<file path="src/rtl/core/stable_priority_queue_macros.svh">
// ---------------------------------------------------------------------------
// stable_priority_queue_macros.svh
// assertion macros shared by the priority queue rtl
// ---------------------------------------------------------------------------
`ifndef STABLE_PRIORITY_QUEUE_MACROS_SVH
`define STABLE_PRIORITY_QUEUE_MACROS_SVH
`ifndef SYNTHESIS
// checked property, off while reset is high
`define SPQ_ASSERT(label, clk, rst, prop, msg) \
   label: assert property (@(posedge clk) disable iff (rst) (prop)) else $error(msg);
// checked property, active during reset too
`define SPQ_ASSERT_ALWAYS(label, clk, prop, msg) \
   label: assert property (@(posedge clk) (prop)) else $error(msg);
`else
`define SPQ_ASSERT(label, clk, rst, prop, msg)
`define SPQ_ASSERT_ALWAYS(label, clk, prop, msg)
`endif
`endif

</file>
<file path="src/rtl/core/spq_pkg.sv">
// ---------------------------------------------------------------------------
// spq_pkg
// shared types and constants of the stable priority queue
// ---------------------------------------------------------------------------
`default_nettype none
package spq_pkg;

   // default number of queue entries
   localparam int SPQ_DEPTH = 16;

   // result status codes
   localparam logic [1:0] STATUS_OK        = 2'd0;
   localparam logic [1:0] STATUS_UNDERFLOW = 2'd1;
   localparam logic [1:0] STATUS_OVERFLOW  = 2'd2;

   // one stored entry
   typedef struct packed {
      logic [7:0]         prio;
      logic signed [31:0] value;
   } entry_type;

   // sequencer states
   typedef enum logic [2:0] {
      ST_IDLE,
      ST_RM_WAIT,
      ST_INS_RD,
      ST_INS_CMP,
      ST_FINISH
   } state_type;

endpackage
`default_nettype wire

</file>
<file path="src/rtl/core/spq_ram.sv">
// ---------------------------------------------------------------------------
// spq_ram
// entry store: one write port, one read port with registered read data
// ---------------------------------------------------------------------------
`default_nettype none
module spq_ram #(
   parameter int QUEUE_DEPTH = spq_pkg::SPQ_DEPTH,
   localparam int AW = $clog2(QUEUE_DEPTH)
) (
   input  wire logic               clock,
   input  wire logic               wr_en,
   input  wire logic [AW-1:0]      wr_addr,
   input  wire spq_pkg::entry_type wr_data,
   input  wire logic [AW-1:0]      rd_addr,
   output spq_pkg::entry_type      rd_data
);
   import spq_pkg::*;

   entry_type mem [QUEUE_DEPTH];
   entry_type rd_data_ff;

   // write port
   always_ff @(posedge clock) begin
      if (wr_en) begin
         mem[wr_addr] <= wr_data;
      end
   end

   // registered read port
   always_ff @(posedge clock) begin
      rd_data_ff <= mem[rd_addr];
   end

   assign rd_data = rd_data_ff;

endmodule
`default_nettype wire

</file>
<file path="src/rtl/core/stable_priority_queue.sv">
// Remove: the head read issued in idle is captured in ST_RM_WAIT, then ST_FINISH loads the result;
// underflow and overflow go straight to ST_FINISH. Insert: ST_INS_RD reads the next entry toward the
// head and ST_INS_CMP moves it back one slot while its priority is higher, walking from the tail toward
// the head until the new word is written. One word at a time: ready rises as the result is loaded,
// and a result still waiting holds the next word off.
// Synchronous reset empties the queue; the store itself is not cleared.
// ---------------------------------------------------------------------------
// stable_priority_queue
// bounded sorted priority queue in a circular store, ties in arrival order
// ---------------------------------------------------------------------------
`default_nettype none
`include "stable_priority_queue_macros.svh"
module stable_priority_queue #(
   parameter int QUEUE_DEPTH = spq_pkg::SPQ_DEPTH
) (
   input  wire logic               clock,
   input  wire logic               reset,
   input  wire logic               req_valid,
   output logic                    req_ready,
   input  wire logic               req_cmd,
   input  wire logic signed [31:0] req_item_value,
   input  wire logic [7:0]         req_item_priority,
   output logic                    rsp_valid,
   input  wire logic               rsp_ready,
   output logic [1:0]              rsp_status,
   output logic signed [31:0]      rsp_out_value,
   output logic [7:0]              rsp_out_priority,
   output logic [4:0]              rsp_occupancy
);
   import spq_pkg::*;

   localparam int AW = $clog2(QUEUE_DEPTH);
   localparam int CW = $clog2(QUEUE_DEPTH + 1);
   localparam logic [AW-1:0] LAST_IDX = AW'(QUEUE_DEPTH - 1);
   localparam logic [CW-1:0] FULL_CNT = CW'(QUEUE_DEPTH);

   state_type state_ff, state_in;
   logic [AW-1:0] head_ff, head_in;
   logic [AW-1:0] tail_ff, tail_in;
   logic [CW-1:0] count_ff, count_in;
   logic [AW-1:0] cur_ff, cur_in;
   logic [CW-1:0] left_ff, left_in;
   entry_type     new_ff, new_in;
   logic [1:0]    res_status_ff, res_status_in;
   entry_type     res_entry_ff, res_entry_in;
   logic          rsp_valid_ff, rsp_valid_in;
   logic [1:0]    rsp_status_ff, rsp_status_in;
   entry_type     rsp_entry_ff, rsp_entry_in;
   logic [4:0]    rsp_occ_ff, rsp_occ_in;

   logic          wr_en;
   logic [AW-1:0] wr_addr;
   entry_type     wr_data;
   logic [AW-1:0] rd_addr;
   entry_type     rd_data;
   logic [AW-1:0] cur_prev;

   // circular index helpers
   function automatic logic [AW-1:0] idx_next(input logic [AW-1:0] idx);
      return (idx == LAST_IDX) ? '0 : idx + AW'(1);
   endfunction

   function automatic logic [AW-1:0] idx_prev(input logic [AW-1:0] idx);
      return (idx == '0) ? LAST_IDX : idx - AW'(1);
   endfunction

   spq_ram #(
      .QUEUE_DEPTH(QUEUE_DEPTH)
   ) u_ram (
      .clock  (clock),
      .wr_en  (wr_en),
      .wr_addr(wr_addr),
      .wr_data(wr_data),
      .rd_addr(rd_addr),
      .rd_data(rd_data)
   );

   assign cur_prev = idx_prev(cur_ff);

   // state and control registers
   always_ff @(posedge clock) begin
      if (reset) begin
         state_ff     <= ST_IDLE;
         head_ff      <= '0;
         tail_ff      <= '0;
         count_ff     <= '0;
         rsp_valid_ff <= 1'b0;
      end else begin
         state_ff     <= state_in;
         head_ff      <= head_in;
         tail_ff      <= tail_in;
         count_ff     <= count_in;
         rsp_valid_ff <= rsp_valid_in;
      end
   end

   // payload registers
   always_ff @(posedge clock) begin
      cur_ff        <= cur_in;
      left_ff       <= left_in;
      new_ff        <= new_in;
      res_status_ff <= res_status_in;
      res_entry_ff  <= res_entry_in;
      rsp_status_ff <= rsp_status_in;
      rsp_entry_ff  <= rsp_entry_in;
      rsp_occ_ff    <= rsp_occ_in;
   end

   // sequencer: next state, store access and result capture
   always_comb begin
      state_in      = state_ff;
      head_in       = head_ff;
      tail_in       = tail_ff;
      count_in      = count_ff;
      cur_in        = cur_ff;
      left_in       = left_ff;
      new_in        = new_ff;
      res_status_in = res_status_ff;
      res_entry_in  = res_entry_ff;
      rsp_status_in = rsp_status_ff;
      rsp_entry_in  = rsp_entry_ff;
      rsp_occ_in    = rsp_occ_ff;
      rsp_valid_in  = rsp_valid_ff & ~rsp_ready;
      req_ready     = 1'b0;
      wr_en         = 1'b0;
      wr_addr       = cur_ff;
      wr_data       = new_ff;
      rd_addr       = head_ff;

      unique case (state_ff)
         ST_IDLE: begin
            req_ready = 1'b1;
            if (req_valid) begin
               res_status_in = STATUS_OK;
               res_entry_in  = '0;
               new_in.value  = req_item_value;
               new_in.prio   = req_item_priority;
               cur_in        = tail_ff;
               left_in       = count_ff;
               if (req_cmd) begin
                  // remove: head read is already in flight
                  if (count_ff == '0) begin
                     res_status_in = STATUS_UNDERFLOW;
                     state_in      = ST_FINISH;
                  end else begin
                     state_in = ST_RM_WAIT;
                  end
               end else begin
                  if (count_ff == FULL_CNT) begin
                     res_status_in = STATUS_OVERFLOW;
                     state_in      = ST_FINISH;
                  end else begin
                     state_in = ST_INS_RD;
                  end
               end
            end
         end
         ST_RM_WAIT: begin
            res_entry_in = rd_data;
            head_in      = idx_next(head_ff);
            count_in     = count_ff - CW'(1);
            state_in     = ST_FINISH;
         end
         ST_INS_RD: begin
            if (left_ff == '0) begin
               // reached the head: place the new word here
               wr_en    = 1'b1;
               tail_in  = idx_next(tail_ff);
               count_in = count_ff + CW'(1);
               state_in = ST_FINISH;
            end else begin
               rd_addr  = cur_prev;
               state_in = ST_INS_CMP;
            end
         end
         ST_INS_CMP: begin
            wr_en = 1'b1;
            if (rd_data.prio > new_ff.prio) begin
               // move the older entry back one slot
               wr_data  = rd_data;
               cur_in   = cur_prev;
               left_in  = left_ff - CW'(1);
               state_in = ST_INS_RD;
            end else begin
               tail_in  = idx_next(tail_ff);
               count_in = count_ff + CW'(1);
               state_in = ST_FINISH;
            end
         end
         ST_FINISH: begin
            if (!rsp_valid_ff || rsp_ready) begin
               rsp_valid_in  = 1'b1;
               rsp_status_in = res_status_ff;
               rsp_entry_in  = res_entry_ff;
               rsp_occ_in    = 5'(count_ff);
               state_in      = ST_IDLE;
            end
         end
         default: begin
            state_in = ST_IDLE;
         end
      endcase
   end

   // result port
   assign rsp_valid        = rsp_valid_ff;
   assign rsp_status       = rsp_status_ff;
   assign rsp_out_value    = rsp_entry_ff.value;
   assign rsp_out_priority = rsp_entry_ff.prio;
   assign rsp_occupancy    = rsp_occ_ff;

   // checks
   `SPQ_ASSERT(a_count_bound, clock, reset, count_ff <= FULL_CNT, "count above depth")
   `SPQ_ASSERT(a_empty_ptrs, clock, reset, (count_ff == '0) |-> (head_ff == tail_ff), "empty queue with pointers apart")
   `SPQ_ASSERT(a_busy_after_accept, clock, reset, (req_valid && req_ready) |=> (state_ff != ST_IDLE), "idle right after accept")
   `SPQ_ASSERT(a_underflow_empty, clock, reset, ((state_ff == ST_FINISH) && (res_status_ff == STATUS_UNDERFLOW)) |-> (count_ff == '0), "underflow with entries held")

endmodule
`default_nettype wire
</file>
<file path="config.mk">
export PLATFORM = sky130hd
export DESIGN_NAME = stable_priority_queue
export DESIGN_NICKNAME = d
export VERILOG_FILES = /design/src/rtl/core/spq_pkg.sv /design/src/rtl/core/spq_ram.sv /design/src/rtl/core/stable_priority_queue.sv
export VERILOG_INCLUDE_DIRS = /design/src /design/src/rtl/core
export SDC_FILE = /design/constraint.sdc
export NUM_CORES = 1
export LEC_CHECK = 0
export BUFFER_PORTS_ARGS = -buffer_cell sky130_fd_sc_hd__buf_2
export CELL_PAD_IN_SITES_DETAIL_PLACEMENT = 1
export CELL_PAD_IN_SITES_GLOBAL_PLACEMENT = 1
export CORE_ASPECT_RATIO = 0.9
export CORE_MARGIN = 2
export CORE_UTILIZATION = 50
export CTS_BUF_LIST = sky130_fd_sc_hd__clkbuf_4 sky130_fd_sc_hd__clkbuf_8
export CTS_CLUSTER_SIZE = 8
export DETAILED_ROUTE_END_ITERATION = 10
export GPL_ROUTABILITY_DRIVEN = 0
export PLACE_DENSITY_LB_ADDON = 0.1
export SYNTH_ARGS = -nofsm -noshare
export SYNTH_HDL_FRONTEND = slang
export SYNTH_SLANG_ARGS = --single-unit
</file>
<file path="constraint.sdc">
create_clock -name clock -period 5 [get_ports clock]
set_clock_uncertainty 0.15 [all_clocks]
set_input_delay 1.25 -clock clock [delete_from_list [all_inputs] [get_ports clock]]
set_output_delay 1.25 -clock clock [all_outputs]
set_load 0.02 [all_outputs]
</file>
==> reports/summary.log, run 1 <==
[place] detailed placer's ending HPWL 54,780 um
[detailed_routing] remaining antenna violation count 0
[detailed_routing] Detailed Route Iter0 Violations 2,195
[cts] count of cells resized by post-cts repair 0
[timing] headroom to the max-slew limit 0.1142
[power_and_ir_drop] Lkg Pwr 13.73 nW
[timing] Total Negative Setup Slacks 0 ps
[worst_setup_path] Setup CP Type register to register
[power_and_ir_drop] internal power component 13.97 mW
[power_and_ir_drop] part of the power in the clock network 0.293
[detailed_routing] # DRC 0
[detailed_routing] final routed wire length divided by cell count 29.79 um
[cts] clock latency on the worst-skew pair 790 ps
[yosys] synthesized instance count 2,174
[worst_setup_path] worst endpoint required time 5230 ps
[finish] share of layout cells above drive strength 1 0.2081
[worst_setup_path] CP Launch Point left_ff[0]
[power_and_ir_drop] switching share of total power 0.3282
[detailed_routing] total via count in the routed design 21,000
[timing] post-layout min period 3770 ps
[worst_setup_path] cells along the critical path inv_1 -> ha_1 -> nor4b_4 -> nor2_1 -> nor2_1 -> nand2_1 -> nor2_4 -> buf_4
[detailed_routing] detailed-route wire length on metal 1 42,000 um
[power_and_ir_drop] share of power burned in combinational logic 0.263
[yosys] FF+latch count, synth 835
[yosys] Post-Synthesis Net Count 2,239
[floorplanning] effective utilization at floorplan 0.5026
[timing] Finish-stage setup viols 0
[floorplanning] Total Die Area 69,100 um^2
[cts] maximum clock path buffer count 3
[yosys] count of yosys warnings during synthesis 0
[global_route] via count of the first global-routing pass 21,900
[power_and_ir_drop] net load switching power 6.825 mW
[place] placed inst area 35,250 um^2
[finish] most common cell after layout, fill and taps aside sky130_fd_sc_hd__edfxtp_1
[timing] Tcrit/Tclk final 0.7540
[worst_setup_path] Crit path top cell by count sky130_fd_sc_hd__nor2_1
[status] outcome complete, no violations
[hold_path] startpoint of the worst hold path res_entry_ff[35]
[global_route] All-Layer GR Usage 0.2859
[place] post-place setup slack 1266 ps
[detailed_routing] sum of met2 wire segment lengths after detailed routing 45,780 um
[worst_setup_path] biggest fanout along the worst timing path 40
[detailed_routing] uppermost layer routed met4
[finish] combined area of the multi-input logic cells 8313 um^2
[detailed_routing] wire length on met3 7543 um
[cts] Hold Buf Count CTS 0
[yosys] Synth Area per Inst 15.41 um^2
[power_and_ir_drop] power density over cell area 546.5 nW/um^2
[finish] area added between synthesis and finish 13.58%
[power_and_ir_drop] sequential group share of total power 0.444
[floorplanning] I/O pin cnt 94
[power_and_ir_drop] Worst VDD drop 267.4 uV
[job] max-cap violation count 0
[yosys] cell area after synthesis 33,500 um^2
[finish] Filler cells 6,223
[worst_setup_path] Reg2Reg Launch Point left_ff[0]
[timing] transition time of the tightest slew-check pin 1329 ps
[cts] CTS clk-pin slew, worst paths 50 ps
[finish] Layout Utilization 0.5708
[detailed_routing] vias per inst 6.348
[worst_setup_path] CP max-delay cell sky130_fd_sc_hd__nor2_1
[cts] sink count of the clock tree 835
[floorplanning] die width 276.9 um
[timing] Worst Setup Slack, final 1230 ps
[cts] # Post-CTS Setup Buffers 0
[worst_setup_path] CP Capture Type register
[floorplanning] floorplan die height 249.6 um
[cts] total CTS buffers 139
[cts] root cell of the clock tree sky130_fd_sc_hd__clkbuf_8
[finish] NumNets Final 2,390
[yosys] Synth async-reset ratio 0
[floorplanning] Core Footprint 66,660 um^2
[place] IO Port Bufs 93
[detailed_routing] Pre-Repair DR Iteration Count 8
[cts] CTS tree yes
[yosys] synth unique cells 70
[cts] depth of the CTS H-tree 4
[detailed_routing] aggregate routed wire length 98,530 um
[hold_path] Hold WC Path Type register to register
[timing] upper clock frequency limit 0.2653 GHz
[worst_setup_path] arrival time of the worst setup path 4000 ps
[global_route] pin count of the biggest net entering global routing 78
[yosys] Main synth FF type sky130_fd_sc_hd__edfxtp_1
[yosys] number of enable flip-flop cells after synthesis 778
[yosys] sequential element share of the synthesized area 0.7314
[finish] Sequential cell area 24,500 um^2
[global_route] first-pass GRT wire length 144,300 um
[timing] final max-slew violation count 0
[timing] number of failing hold endpoints at the final stage 0
[finish] commonest cells after routing, fill and taps aside sky130_fd_sc_hd__edfxtp_1 (778), sky130_fd_sc_hd__clkbuf_8 (156), sky130_fd_sc_hd__nand2_1 (151)
[timing] unrepaired setup endpoints after global routing false
[worst_setup_path] maximum cell stage delay along the critical path 650 ps
[global_route] initial antenna violation count 2
[floorplanning] standard-cell row count 90
[worst_setup_path] critical path launch point type register
[finish] post-layout instance area 38,050 um^2
[global_route] remaining global-route overflow 0
## cells by family (layout without fill, tap and decap cells)
group,after synthesis,in the layout,share of synthesized area
compound gates,552,552,0.1191
xor+xnor,10,10,0.002614
fa+ha+maj,20,20,0.007693
buf+inv,187,445,0.02629
flops,835,835,0.7314
mux,152,152,0.04687
other cells,0,2,0
simple gates,418,418,0.06606
## worst paths after layout
| path | end | slack [ps] | cells after the start |
|---|---|---|---|
| max | u_ram.mem[15][4] | 1230 | 8 |
| min | rsp_out_priority[3] | 270 | 0 |
| max reg2reg | u_ram.mem[15][4] | 1230 | 8 |
| min reg2reg | rsp_out_priority[3] | 270 | 0 |
## layer usage
metal  vias to the layer above  global-route usage
met4                         0              0.1126
met5                         -                   0
li1                       8949                   -
met1                     10920              0.3912
met3                       227             0.06441
met2                       907              0.4474
## power by group through the flow
stage,clock (mW),combinational (mW),sequential [mW]
after floorplan,0,3.53,9.23
after global placement,0,5.26,9.33
after detailed placement,0,5.43,9.37
after CTS,6.20,5.46,9.23
after global routing,6.49,5.87,9.29
final,6.10,5.47,9.23
## worst max-delay path, delay by kind of cell, from the launching register on
family	cells	cell delay, ps
flops	1	420
buf+inv	2	760
fa+ha+maj	1	170
simple gates	5	1830
## flip-flops by register name (all words and copies together) (netlist names), 2 cells and up
name,flops
left_ff,5
cur_ff,4
rsp_out_value,32
state_ff,3
u_ram.mem,640
count_ff,5
rsp_status,2
tail_ff,4
new_ff,40
head_ff,4
u_ram.rd_data,40
rsp_occupancy,5
rsp_out_priority,8
res_entry_ff,40
res_status_ff,2
## per-stage QoR
step	cells	power (mW)	hold slack, ps
after floorplan	2174	12.76	250.3
after global placement	3058	14.59	251.5
after detailed placement	3058	14.80	255.7
after CTS	3306	20.89	268.3
after global routing	3307	21.65	270.3
final	3308	20.80	265.6
## cell usage after synthesis (21+ instances only)
| cell type | instances | area [um^2] |
|---|---|---|
| sky130_fd_sc_hd__a21o_1 | 24 | 180.2 |
| sky130_fd_sc_hd__a21oi_1 | 116 | 580.6 |
| sky130_fd_sc_hd__a32oi_1 | 21 | 183.9 |
| sky130_fd_sc_hd__edfxtp_1 | 778 | 23360 |
| sky130_fd_sc_hd__a211oi_1 | 116 | 870.8 |
| sky130_fd_sc_hd__o21ai_0 | 68 | 340.3 |
| sky130_fd_sc_hd__nand3_1 | 43 | 215.2 |
| sky130_fd_sc_hd__nor2_1 | 32 | 120.1 |
| sky130_fd_sc_hd__dfxtp_1 | 57 | 1141 |
| sky130_fd_sc_hd__and3_1 | 87 | 544.3 |
| sky130_fd_sc_hd__buf_2 | 35 | 175.2 |
| sky130_fd_sc_hd__nand2_1 | 153 | 574.3 |
| sky130_fd_sc_hd__a22oi_1 | 32 | 240.2 |
| sky130_fd_sc_hd__mux2_2 | 39 | 439.2 |
| sky130_fd_sc_hd__and2_1 | 43 | 269.0 |
| sky130_fd_sc_hd__clkbuf_1 | 96 | 360.4 |
| sky130_fd_sc_hd__inv_1 | 25 | 93.84 |
| sky130_fd_sc_hd__a2bb2oi_1 | 29 | 254.0 |
| sky130_fd_sc_hd__mux2i_1 | 113 | 1131 |
| sky130_fd_sc_hd__a221o_1 | 38 | 380.4 |
## area by class of cell
| type | instances | share of cell area |
|---|---|---|
| well taps | 874 | 0.02874 |
| flip-flops and latches | 835 | 0.6439 |
| multi-input cells | 1152 | 0.2185 |
| diodes | 2 | 0.0001315 |
| clock inverters | 19 | 0.002795 |
| inverters | 26 | 0.002565 |
| repair buffers | 171 | 0.03255 |
| clock buffers | 229 | 0.07082 |
Power figures use the tool's default switching activity.
==> run 2, diff against run 1 <==
--- a/config.mk
+++ b/config.mk
@@ -6,12 +6,13 @@
 export SDC_FILE = /design/constraint.sdc
 export NUM_CORES = 1
 export LEC_CHECK = 0
+export ABC_AREA = 1
 export BUFFER_PORTS_ARGS = -buffer_cell sky130_fd_sc_hd__buf_2
 export CELL_PAD_IN_SITES_DETAIL_PLACEMENT = 1
 export CELL_PAD_IN_SITES_GLOBAL_PLACEMENT = 1
 export CORE_ASPECT_RATIO = 0.9
 export CORE_MARGIN = 2
-export CORE_UTILIZATION = 50
+export CORE_UTILIZATION = 47
 export CTS_BUF_LIST = sky130_fd_sc_hd__clkbuf_4 sky130_fd_sc_hd__clkbuf_8
 export CTS_CLUSTER_SIZE = 8
 export DETAILED_ROUTE_END_ITERATION = 10
==> constraint.sdc (replaced) <==
create_clock -name clock -period 3.2 [get_ports clock]
set_clock_uncertainty 0.15 [all_clocks]
set_input_delay 0.8 -clock clock [delete_from_list [all_inputs] [get_ports clock]]
set_output_delay 0.8 -clock clock [all_outputs]
set_load 0.02 [all_outputs]
==> run 2 against run 1 <==
Net effect:
- worst hold slack worse by 98 ps
- clock-buffer cell count down 4
- largest cell class unchanged
- routed wire length up 6.0%
- first-iteration DRC count down 14%
- utilization down 1.7 points
- clock power up 56%
- sequential power up 58%
- design area up 8.0%
==> reports/summary.log, run 2 <==
[timing] Total Negative Setup Slacks 0 ps [unchanged]
[cts] CTS clk-pin slew, worst paths 60 ps [about the same]
[detailed_routing] Detailed Route Iter0 Violations 1,894 [-14%]
[place] post-place setup slack 139.8 ps [-1126 ps]
[floorplanning] floorplan die height 263.4 um [+5.5%]
[detailed_routing] total via count in the routed design 24,430 [+16%]
[hold_path] Hold WC Path Type input pin to register
[detailed_routing] vias per inst 5.474 [-14%]
[timing] post-layout min period 2957 ps [-813.4 ps]
[yosys] sequential element share of the synthesized area 0.6973 [-0.03409]
[timing] unrepaired setup endpoints after global routing true
[yosys] number of enable flip-flop cells after synthesis 778 [unchanged]
[worst_setup_path] cell family with the largest share of critical-path delay simple AND/OR/NAND/NOR gates
[hold_path] startpoint of the worst hold path req_cmd
[floorplanning] Core Footprint 74,290 um^2 [+11%]
[floorplanning] standard-cell row count 95 [+5.6%]
[cts] root cell of the clock tree sky130_fd_sc_hd__clkbuf_8
[yosys] count of yosys warnings during synthesis 0 [unchanged]
[finish] Layout Utilization 0.5534 [-0.01747]
[worst_setup_path] number of logic stages on the critical path including buffering 15 [+7]
[job] max-cap violation count 0 [unchanged]
[global_route] first-pass GRT wire length 158,600 um [+9.9%]
[cts] maximum clock path buffer count 3 [unchanged]
[floorplanning] Total Die Area 76,970 um^2 [+11%]
[timing] Tcrit/Tclk final 0.9239 [+0.1699]
[finish] share of layout cells above drive strength 1 0.1424 [-0.06569]
[yosys] Main synth FF type sky130_fd_sc_hd__edfxtp_1
[yosys] top-count cell post-synth sky130_fd_sc_hd__edfxtp_1
[yosys] Synth Area per Inst 11.17 um^2 [-28%]
[detailed_routing] # DRC 0 [unchanged]
[place] placed inst area 37,870 um^2 [+7.4%]
[finish] commonest cells after routing, fill and taps aside sky130_fd_sc_hd__edfxtp_1 (778), sky130_fd_sc_hd__nand3_1 (656), sky130_fd_sc_hd__inv_1 (564)
[finish] register containing the most flip-flops in the final layout u_ram.mem
[worst_setup_path] CP max-delay cell sky130_fd_sc_hd__edfxtp_1
[detailed_routing] remaining antenna violation count 0 [unchanged]
[worst_setup_path] Reg2Reg Launch Point left_ff[0]
[power_and_ir_drop] Lkg Pwr 16.72 nW [+22%]
[timing] headroom to the max-slew limit 0.4547 [+0.3404]
[floorplanning] I/O pin cnt 94 [unchanged]
[detailed_routing] final routed wire length divided by cell count 23.41 um [-21%]
[global_route] initial antenna violation count 1 [-1]
[finish] area added between synthesis and finish 16.98%
[detailed_routing] aggregate routed wire length 104,500 um [+6.0%]
[worst_setup_path] FF-to-FF path depth 15 [+7]
[worst_setup_path] arrival time of the worst setup path 3480 ps [-520 ps]
[hold_path] Hold Crit Endpoint res_status_ff[1]
[timing] final max-slew violation count 0 [unchanged]
[timing] number of failing hold endpoints at the final stage 0 [unchanged]
[yosys] ranking of synthesized cells by area sky130_fd_sc_hd__edfxtp_1 (66%), sky130_fd_sc_hd__nand3_1 (9.4%), sky130_fd_sc_hd__inv_1 (6.0%), sky130_fd_sc_hd__nand2_1 (5.8%), sky130_fd_sc_hd__nand3b_1 (3.4%)
[floorplanning] effective utilization at floorplan 0.4730 [-0.02954]
[finish] most common cell after layout, fill and taps aside sky130_fd_sc_hd__edfxtp_1
[finish] flip-flop count of the largest register after layout 640 [unchanged]
[yosys] cell area after synthesis 35,140 um^2 [+4.9%]
[yosys] ranking of synthesized cells by instance count sky130_fd_sc_hd__edfxtp_1 (778), sky130_fd_sc_hd__nand3_1 (657), sky130_fd_sc_hd__inv_1 (565)
[timing] Worst Setup Slack, final 243.4 ps [-986.6 ps]
[worst_setup_path] worst endpoint required time 3730 ps [-1500 ps]
[yosys] synthesized instance count 3,147 [+45%]
[cts] depth of the CTS H-tree 4 [unchanged]
[finish] NumNets Final 3,449 [+44%]
[finish] post-layout instance area 41,110 um^2 [+8.0%]
[worst_setup_path] biggest fanout along the worst timing path 24 [-40%]
[power_and_ir_drop] Worst VDD drop 767.0 uV [+190%]
[place] detailed placer's ending HPWL 57,430 um [+4.8%]
[cts] total CTS buffers 141 [+1.4%]
[yosys] cell accounting for the most synthesized area sky130_fd_sc_hd__edfxtp_1
[detailed_routing] Pre-Repair DR Iteration Count 5 [-3]
[floorplanning] die width 292.2 um [+5.6%]
[cts] CTS tree yes
[timing] Finish-stage setup viols 0 [unchanged]
[yosys] synth unique cells 30 [-57%]
[worst_setup_path] CP Capture Type register
[timing] transition time of the tightest slew-check pin 814.9 ps [-513.7 ps]
[worst_setup_path] count of buffering cells on the critical path with inverters included 4 [+2]
[worst_setup_path] worst reg-to-reg setup slack 240 ps [-990 ps]
[place] IO Port Bufs 93 [unchanged]
[yosys] Post-Synthesis Net Count 3,212 [+43%]
[worst_setup_path] worst reg2reg endpoint u_ram.rd_data[35]
[global_route] via count of the first global-routing pass 26,060 [+19%]
[worst_setup_path] Setup CP Type register to register
[status] outcome complete, no violations
[worst_setup_path] cells along the critical path inv_1 -> ha_1 -> inv_1 -> nor2_1 -> nand2_1 -> nand2_4 -> buf_4 -> nand2_8 -> nand2_8 -> buf_4 -> nand2_1 -> nand3_1 -> nand3_1 -> nand3_1 -> nand2_1
[worst_setup_path] maximum cell stage delay along the critical path 380 ps [-270 ps]
[power_and_ir_drop] power density over cell area 893.1 nW/um^2 [+63%]
[yosys] Synth top area share 0.6648 [-0.03250]
[global_route] remaining global-route overflow 0 [unchanged]
[global_route] All-Layer GR Usage 0.2743 [-0.01158]
[hold_path] worst hold path cell count 2 [+2]
[worst_setup_path] critical path launch point type register
[yosys] Synth async-reset ratio 0 [unchanged]
[cts] clock latency on the worst-skew pair 810 ps [+20 ps]
[cts] sink count of the clock tree 835 [unchanged]
[power_and_ir_drop] Power, Total 36.71 mW [+77%]
[timing] upper clock frequency limit 0.3382 GHz [+28%]
[yosys] FF+latch count, synth 835 [unchanged]
[global_route] pin count of the biggest net entering global routing 115 [+47%]
-- run 2: cells by family (layout without fill, tap and decap cells) --
kind of cell | Yosys count | in the layout | synth area share
compound gates | 83 | 83 | 0.01236
simple gates | 1462 | 1462 | 0.1979
xor+xnor | 8 | 8 | 0.001994
flops | 835 | 835 | 0.6973
fa+ha+maj | 20 | 20 | 0.007335
buf+inv | 739 | 1083 | 0.08310
other cells | 0 | 1 | 0
-- run 2: how the worst max path moves through the flow --
| stage | start | slack, ps | endpoint |
|---|---|---|---|
| finish | left_ff[0] | 240 | u_ram.rd_data[35] |
| global route | left_ff[0] | -10 | u_ram.rd_data[35] |
| CTS | left_ff[0] | 120 | u_ram.rd_data[4] |
| detailed placement | left_ff[0] | 140 | u_ram.rd_data[4] |
| global placement | left_ff[0] | 260 | u_ram.rd_data[4] |
| floorplan | left_ff[0] | -280 | u_ram.mem[10][0] |
-- run 2: report_power, final --
group | total (mW) | internal [mW] | switching (mW)
Combinational | 12.6 | 3.79 | 8.83
Clock | 9.53 | 5.26 | 4.27
Sequential | 14.6 | 14.1 | 0.498
-- run 2: area by class of cell --
class	count	area [um^2]
Fill cell	7761	33180
Clock buffer	225	2671
Timing Repair Buffer	263	2484
Multi-Input combinational cell	1573	7968
Sequential cell	835	24500
Clock inverter	25	127.6
Tap cell	970	1214
Antenna cell	1	2.502
Inverter	570	2140
-- run 2: repair_timing --
item,CTS,global route
endpoints found under the hold margin,40,0
setup endpoints to repair,0,34
hold buffers,40,0
buffers inserted,0,0
gates resized for setup,0,3
-- run 2: metal layers --
| metal | vias up | GRT usage | share of wire | wire length (um) |
|---|---|---|---|---|
| met4 | 0 | 0.09376 | 0.026 | 2698 |
| met3 | 193 | 0.04483 | 0.052 | 5382 |
| met1 | 12510 | 0.3662 | 0.44 | 45570 |
| met5 | - | 0 | 0 | 0 |
| li1 | 11030 | - | - | - |
| met2 | 685 | 0.4570 | 0.49 | 50820 |
-- run 2: metrics by stage --
step                hold WS [ps]  cells
CTS                        96.63   4460
finish                     167.5   4462
floorplan                  250.3   3147
global route               131.2   4462
detailed placement         256.1   4170
global placement           251.8   4170
==> run 3, diff against run 2 <==
--- a/config.mk
+++ b/config.mk
@@ -17,7 +17,9 @@
 export CTS_CLUSTER_SIZE = 8
 export DETAILED_ROUTE_END_ITERATION = 10
 export GPL_ROUTABILITY_DRIVEN = 0
+export MAX_ROUTING_LAYER = met4
 export PLACE_DENSITY_LB_ADDON = 0.1
+export REMOVE_ABC_BUFFERS = 1
 export SYNTH_ARGS = -nofsm -noshare
 export SYNTH_HDL_FRONTEND = slang
 export SYNTH_SLANG_ARGS = --single-unit
==> run 3 against run 2 <==
Net effect:
- flip-flop and latch count unchanged
- routed wire length about the same
- critical path depth decreased by 4
- critical endpoint is now u_ram.mem[2][3]
==> reports/summary.log, run 3 (synthesized netlist as in run 2, its figures left out) <==
[status] outcome complete, no violations
[hold_path] Hold WC Path Type input pin to register
[cts] CTS clk-pin slew, worst paths 60 ps [about the same]
[finish] post-layout instance area 41,270 um^2 [+0.38%]
[worst_setup_path] FF-to-FF path depth 11 [-4]
[cts] maximum clock path buffer count 3 [unchanged]
[detailed_routing] final routed wire length divided by cell count 23.31 um [-0.44%]
[power_and_ir_drop] internal power component 23.20 mW [+0.37%]
[timing] post-layout min period 2931 ps [-25.74 ps]
[power_and_ir_drop] part of the power in the clock network 0.263 [+0.003]
[floorplanning] standard-cell row count 95 [unchanged]
[cts] root cell of the clock tree sky130_fd_sc_hd__clkbuf_8
[place] detailed placer's ending HPWL 57,840 um [+0.71%]
[detailed_routing] sum of met2 wire segment lengths after detailed routing 51,470 um [+1.3%]
[global_route] remaining global-route overflow 0 [unchanged]
[power_and_ir_drop] Worst VDD drop 428.5 uV [-44%]
[worst_setup_path] CP Launch Point left_ff[0]
[finish] flip-flop count of the largest register after layout 640 [unchanged]
[power_and_ir_drop] net load switching power 13.69 mW [+0.67%]
[floorplanning] Core Footprint 74,290 um^2 [unchanged]
[floorplanning] die width 292.2 um [unchanged]
[worst_setup_path] arrival time of the worst setup path 3260 ps [-220 ps]
[finish] NumNets Final 3,462 [+0.38%]
[worst_setup_path] worst endpoint required time 3530 ps [-200 ps]
[finish] most common cell after layout, fill and taps aside sky130_fd_sc_hd__edfxtp_1
[global_route] via count of the first global-routing pass 26,330 [+1.0%]
[timing] upper clock frequency limit 0.3412 GHz [+0.88%]
[power_and_ir_drop] switching share of total power 0.3712 [+0.0006970]
[global_route] All-Layer GR Usage 0.2827 [+0.008365]
[place] IO Port Bufs 93 [unchanged]
[worst_setup_path] biggest fanout along the worst timing path 9 [-63%]
[floorplanning] floorplan die height 263.4 um [unchanged]
[floorplanning] effective utilization at floorplan 0.4730 [unchanged]
[place] placed inst area 38,000 um^2 [+0.34%]
[worst_setup_path] Setup CP Type register to register
[finish] area added between synthesis and finish 17.43%
[timing] unrepaired setup endpoints after global routing false
[timing] Finish-stage setup viols 0 [unchanged]
[cts] total CTS buffers 142 [+0.71%]
[worst_setup_path] worst reg-to-reg setup slack 270 ps [+30 ps]
[finish] share of layout cells above drive strength 1 0.1440 [+0.001670]
[cts] sink count of the clock tree 835 [unchanged]
[detailed_routing] remaining antenna violation count 0 [unchanged]
[timing] transition time of the tightest slew-check pin 900.0 ps [+85.04 ps]
[worst_setup_path] critical path launch point type register
[detailed_routing] total via count in the routed design 24,420 [-0.0082%]
[detailed_routing] detailed-route wire length on metal 1 44,910 um [-1.4%]
[power_and_ir_drop] Lkg Pwr 16.80 nW [+0.47%]
[timing] number of failing hold endpoints at the final stage 0 [unchanged]
[worst_setup_path] CP Capture Type register
[finish] Layout Utilization 0.5555 [+0.002105]
[cts] CTS tree yes
[detailed_routing] Pre-Repair DR Iteration Count 5 [unchanged]
[detailed_routing] vias per inst 5.447 [-0.50%]
[power_and_ir_drop] sequential group share of total power 0.394 [-0.003]
[timing] final max-slew violation count 0 [unchanged]
[worst_setup_path] Reg2Reg Launch Point left_ff[0]
[floorplanning] I/O pin cnt 94 [unchanged]
[worst_setup_path] worst reg2reg endpoint u_ram.mem[2][3]
[timing] Tcrit/Tclk final 0.9159 [-0.008043]
[detailed_routing] wire length on met3 5142 um [-4.5%]
[worst_setup_path] Worst Setup EP u_ram.mem[2][3]
[power_and_ir_drop] power density over cell area 894.0 nW/um^2 [+0.10%]
[detailed_routing] aggregate routed wire length 104,500 um [about the same]
[global_route] initial antenna violation count 2 [+1]
[global_route] pin count of the biggest net entering global routing 98 [-15%]
[detailed_routing] # DRC 0 [unchanged]
[cts] depth of the CTS H-tree 4 [unchanged]
[timing] headroom to the max-slew limit 0.4000 [-0.05463]
[detailed_routing] uppermost layer routed met4
[cts] clock latency on the worst-skew pair 800 ps [about the same]
[hold_path] worst hold path cell count 1 [-1]
[power_and_ir_drop] share of power burned in combinational logic 0.343 [about the same]
[job] max-cap violation count 0 [unchanged]
[detailed_routing] Detailed Route Iter0 Violations 1,680 [-11%]
[floorplanning] Total Die Area 76,970 um^2 [unchanged]
[cts] # Post-CTS Setup Buffers 0 [unchanged]
[global_route] first-pass GRT wire length 158,300 um [-0.18%]
[timing] Hold WS 112.5 ps [-54.98 ps]
[finish] commonest cells after routing, fill and taps aside sky130_fd_sc_hd__edfxtp_1 (778), sky130_fd_sc_hd__nand3_1 (656), sky130_fd_sc_hd__inv_1 (564)
[finish] register containing the most flip-flops in the final layout u_ram.mem
[run 3: layout make-up]
| class | instances | area, um^2 |
|---|---|---|
| inverters | 570 | 2140 |
| clock inverters | 41 | 237.7 |
| fillers | 7765 | 33020 |
| multi-input cells | 1573 | 7963 |
| clock buffers | 219 | 2639 |
| flip-flops and latches | 835 | 24500 |
| repair buffers | 275 | 2567 |
| well taps | 970 | 1214 |
| diodes | 1 | 2.502 |
[run 3: critical path, cell delays in order (launching register included)]
cell and delay, ps:
sky130_fd_sc_hd__edfxtp_1 380, sky130_fd_sc_hd__inv_1 110, sky130_fd_sc_hd__ha_1 170, sky130_fd_sc_hd__inv_1 50, sky130_fd_sc_hd__nor2_1 80, sky130_fd_sc_hd__nand2_1 140, sky130_fd_sc_hd__nor2_1 220, sky130_fd_sc_hd__nor2_1 120
sky130_fd_sc_hd__inv_1 130, sky130_fd_sc_hd__nand2_1 250, sky130_fd_sc_hd__nor2_4 570, sky130_fd_sc_hd__buf_12 230
[run 3: what timing repair did]
| item | 4_1_cts | 5_1_grt |
|---|---|---|
| endpoints found under the hold margin | 39 | 0 |
| hold buffers | 39 | 0 |
| gates resized for setup | 0 | 0 |
[run 3: power by group through the flow]
stage / Sequential [mW] / Clock, mW / Combinational (mW)
2_1_floorplan: 14.9 / 0 / 7.31
3_3_place_gp: 14.7 / 0 / 12.2
3_5_place_dp: 14.7 / 0 / 12.6
4_1_cts: 14.5 / 9.92 / 12.8
5_1_grt: 14.6 / 10.3 / 13.9
6_report: 14.5 / 9.71 / 12.6
[run 3: how the worst min path moves through the flow]
stage	end	from	slack, ps
after floorplan	rsp_out_priority[0]	res_entry_ff[32]	250
after global placement	rsp_out_value[16]	res_entry_ff[16]	250
after detailed placement	rsp_out_priority[5]	res_entry_ff[37]	260
after CTS	new_ff[32]	req_item_priority[0]	40
after global routing	new_ff[32]	req_item_priority[0]	60
final	new_ff[32]	req_item_priority[0]	110
[run 3: metal layers]
layer  vias up  track usage
li1      11070            -
met1     12520       0.3561
met2       626       0.4645
met3       205      0.04466
met4         0       0.1025
met5         -            -
[run 3: through the flow]
| stage | cells | worst slack, ps | total power [mW] | TNS, ps |
|---|---|---|---|---|
| finish | 4484 | 269.2 | 36.89 | 0 |
| floorplan | 2978 | -4944 | 22.19 | -976060 |
| global route | 4484 | 104.6 | 38.88 | 0 |
| CTS | 4483 | 264.8 | 37.21 | 0 |
| detailed placement | 4184 | 316.6 | 27.39 | 0 |
| global placement | 4184 | 298.2 | 26.90 | 0 |
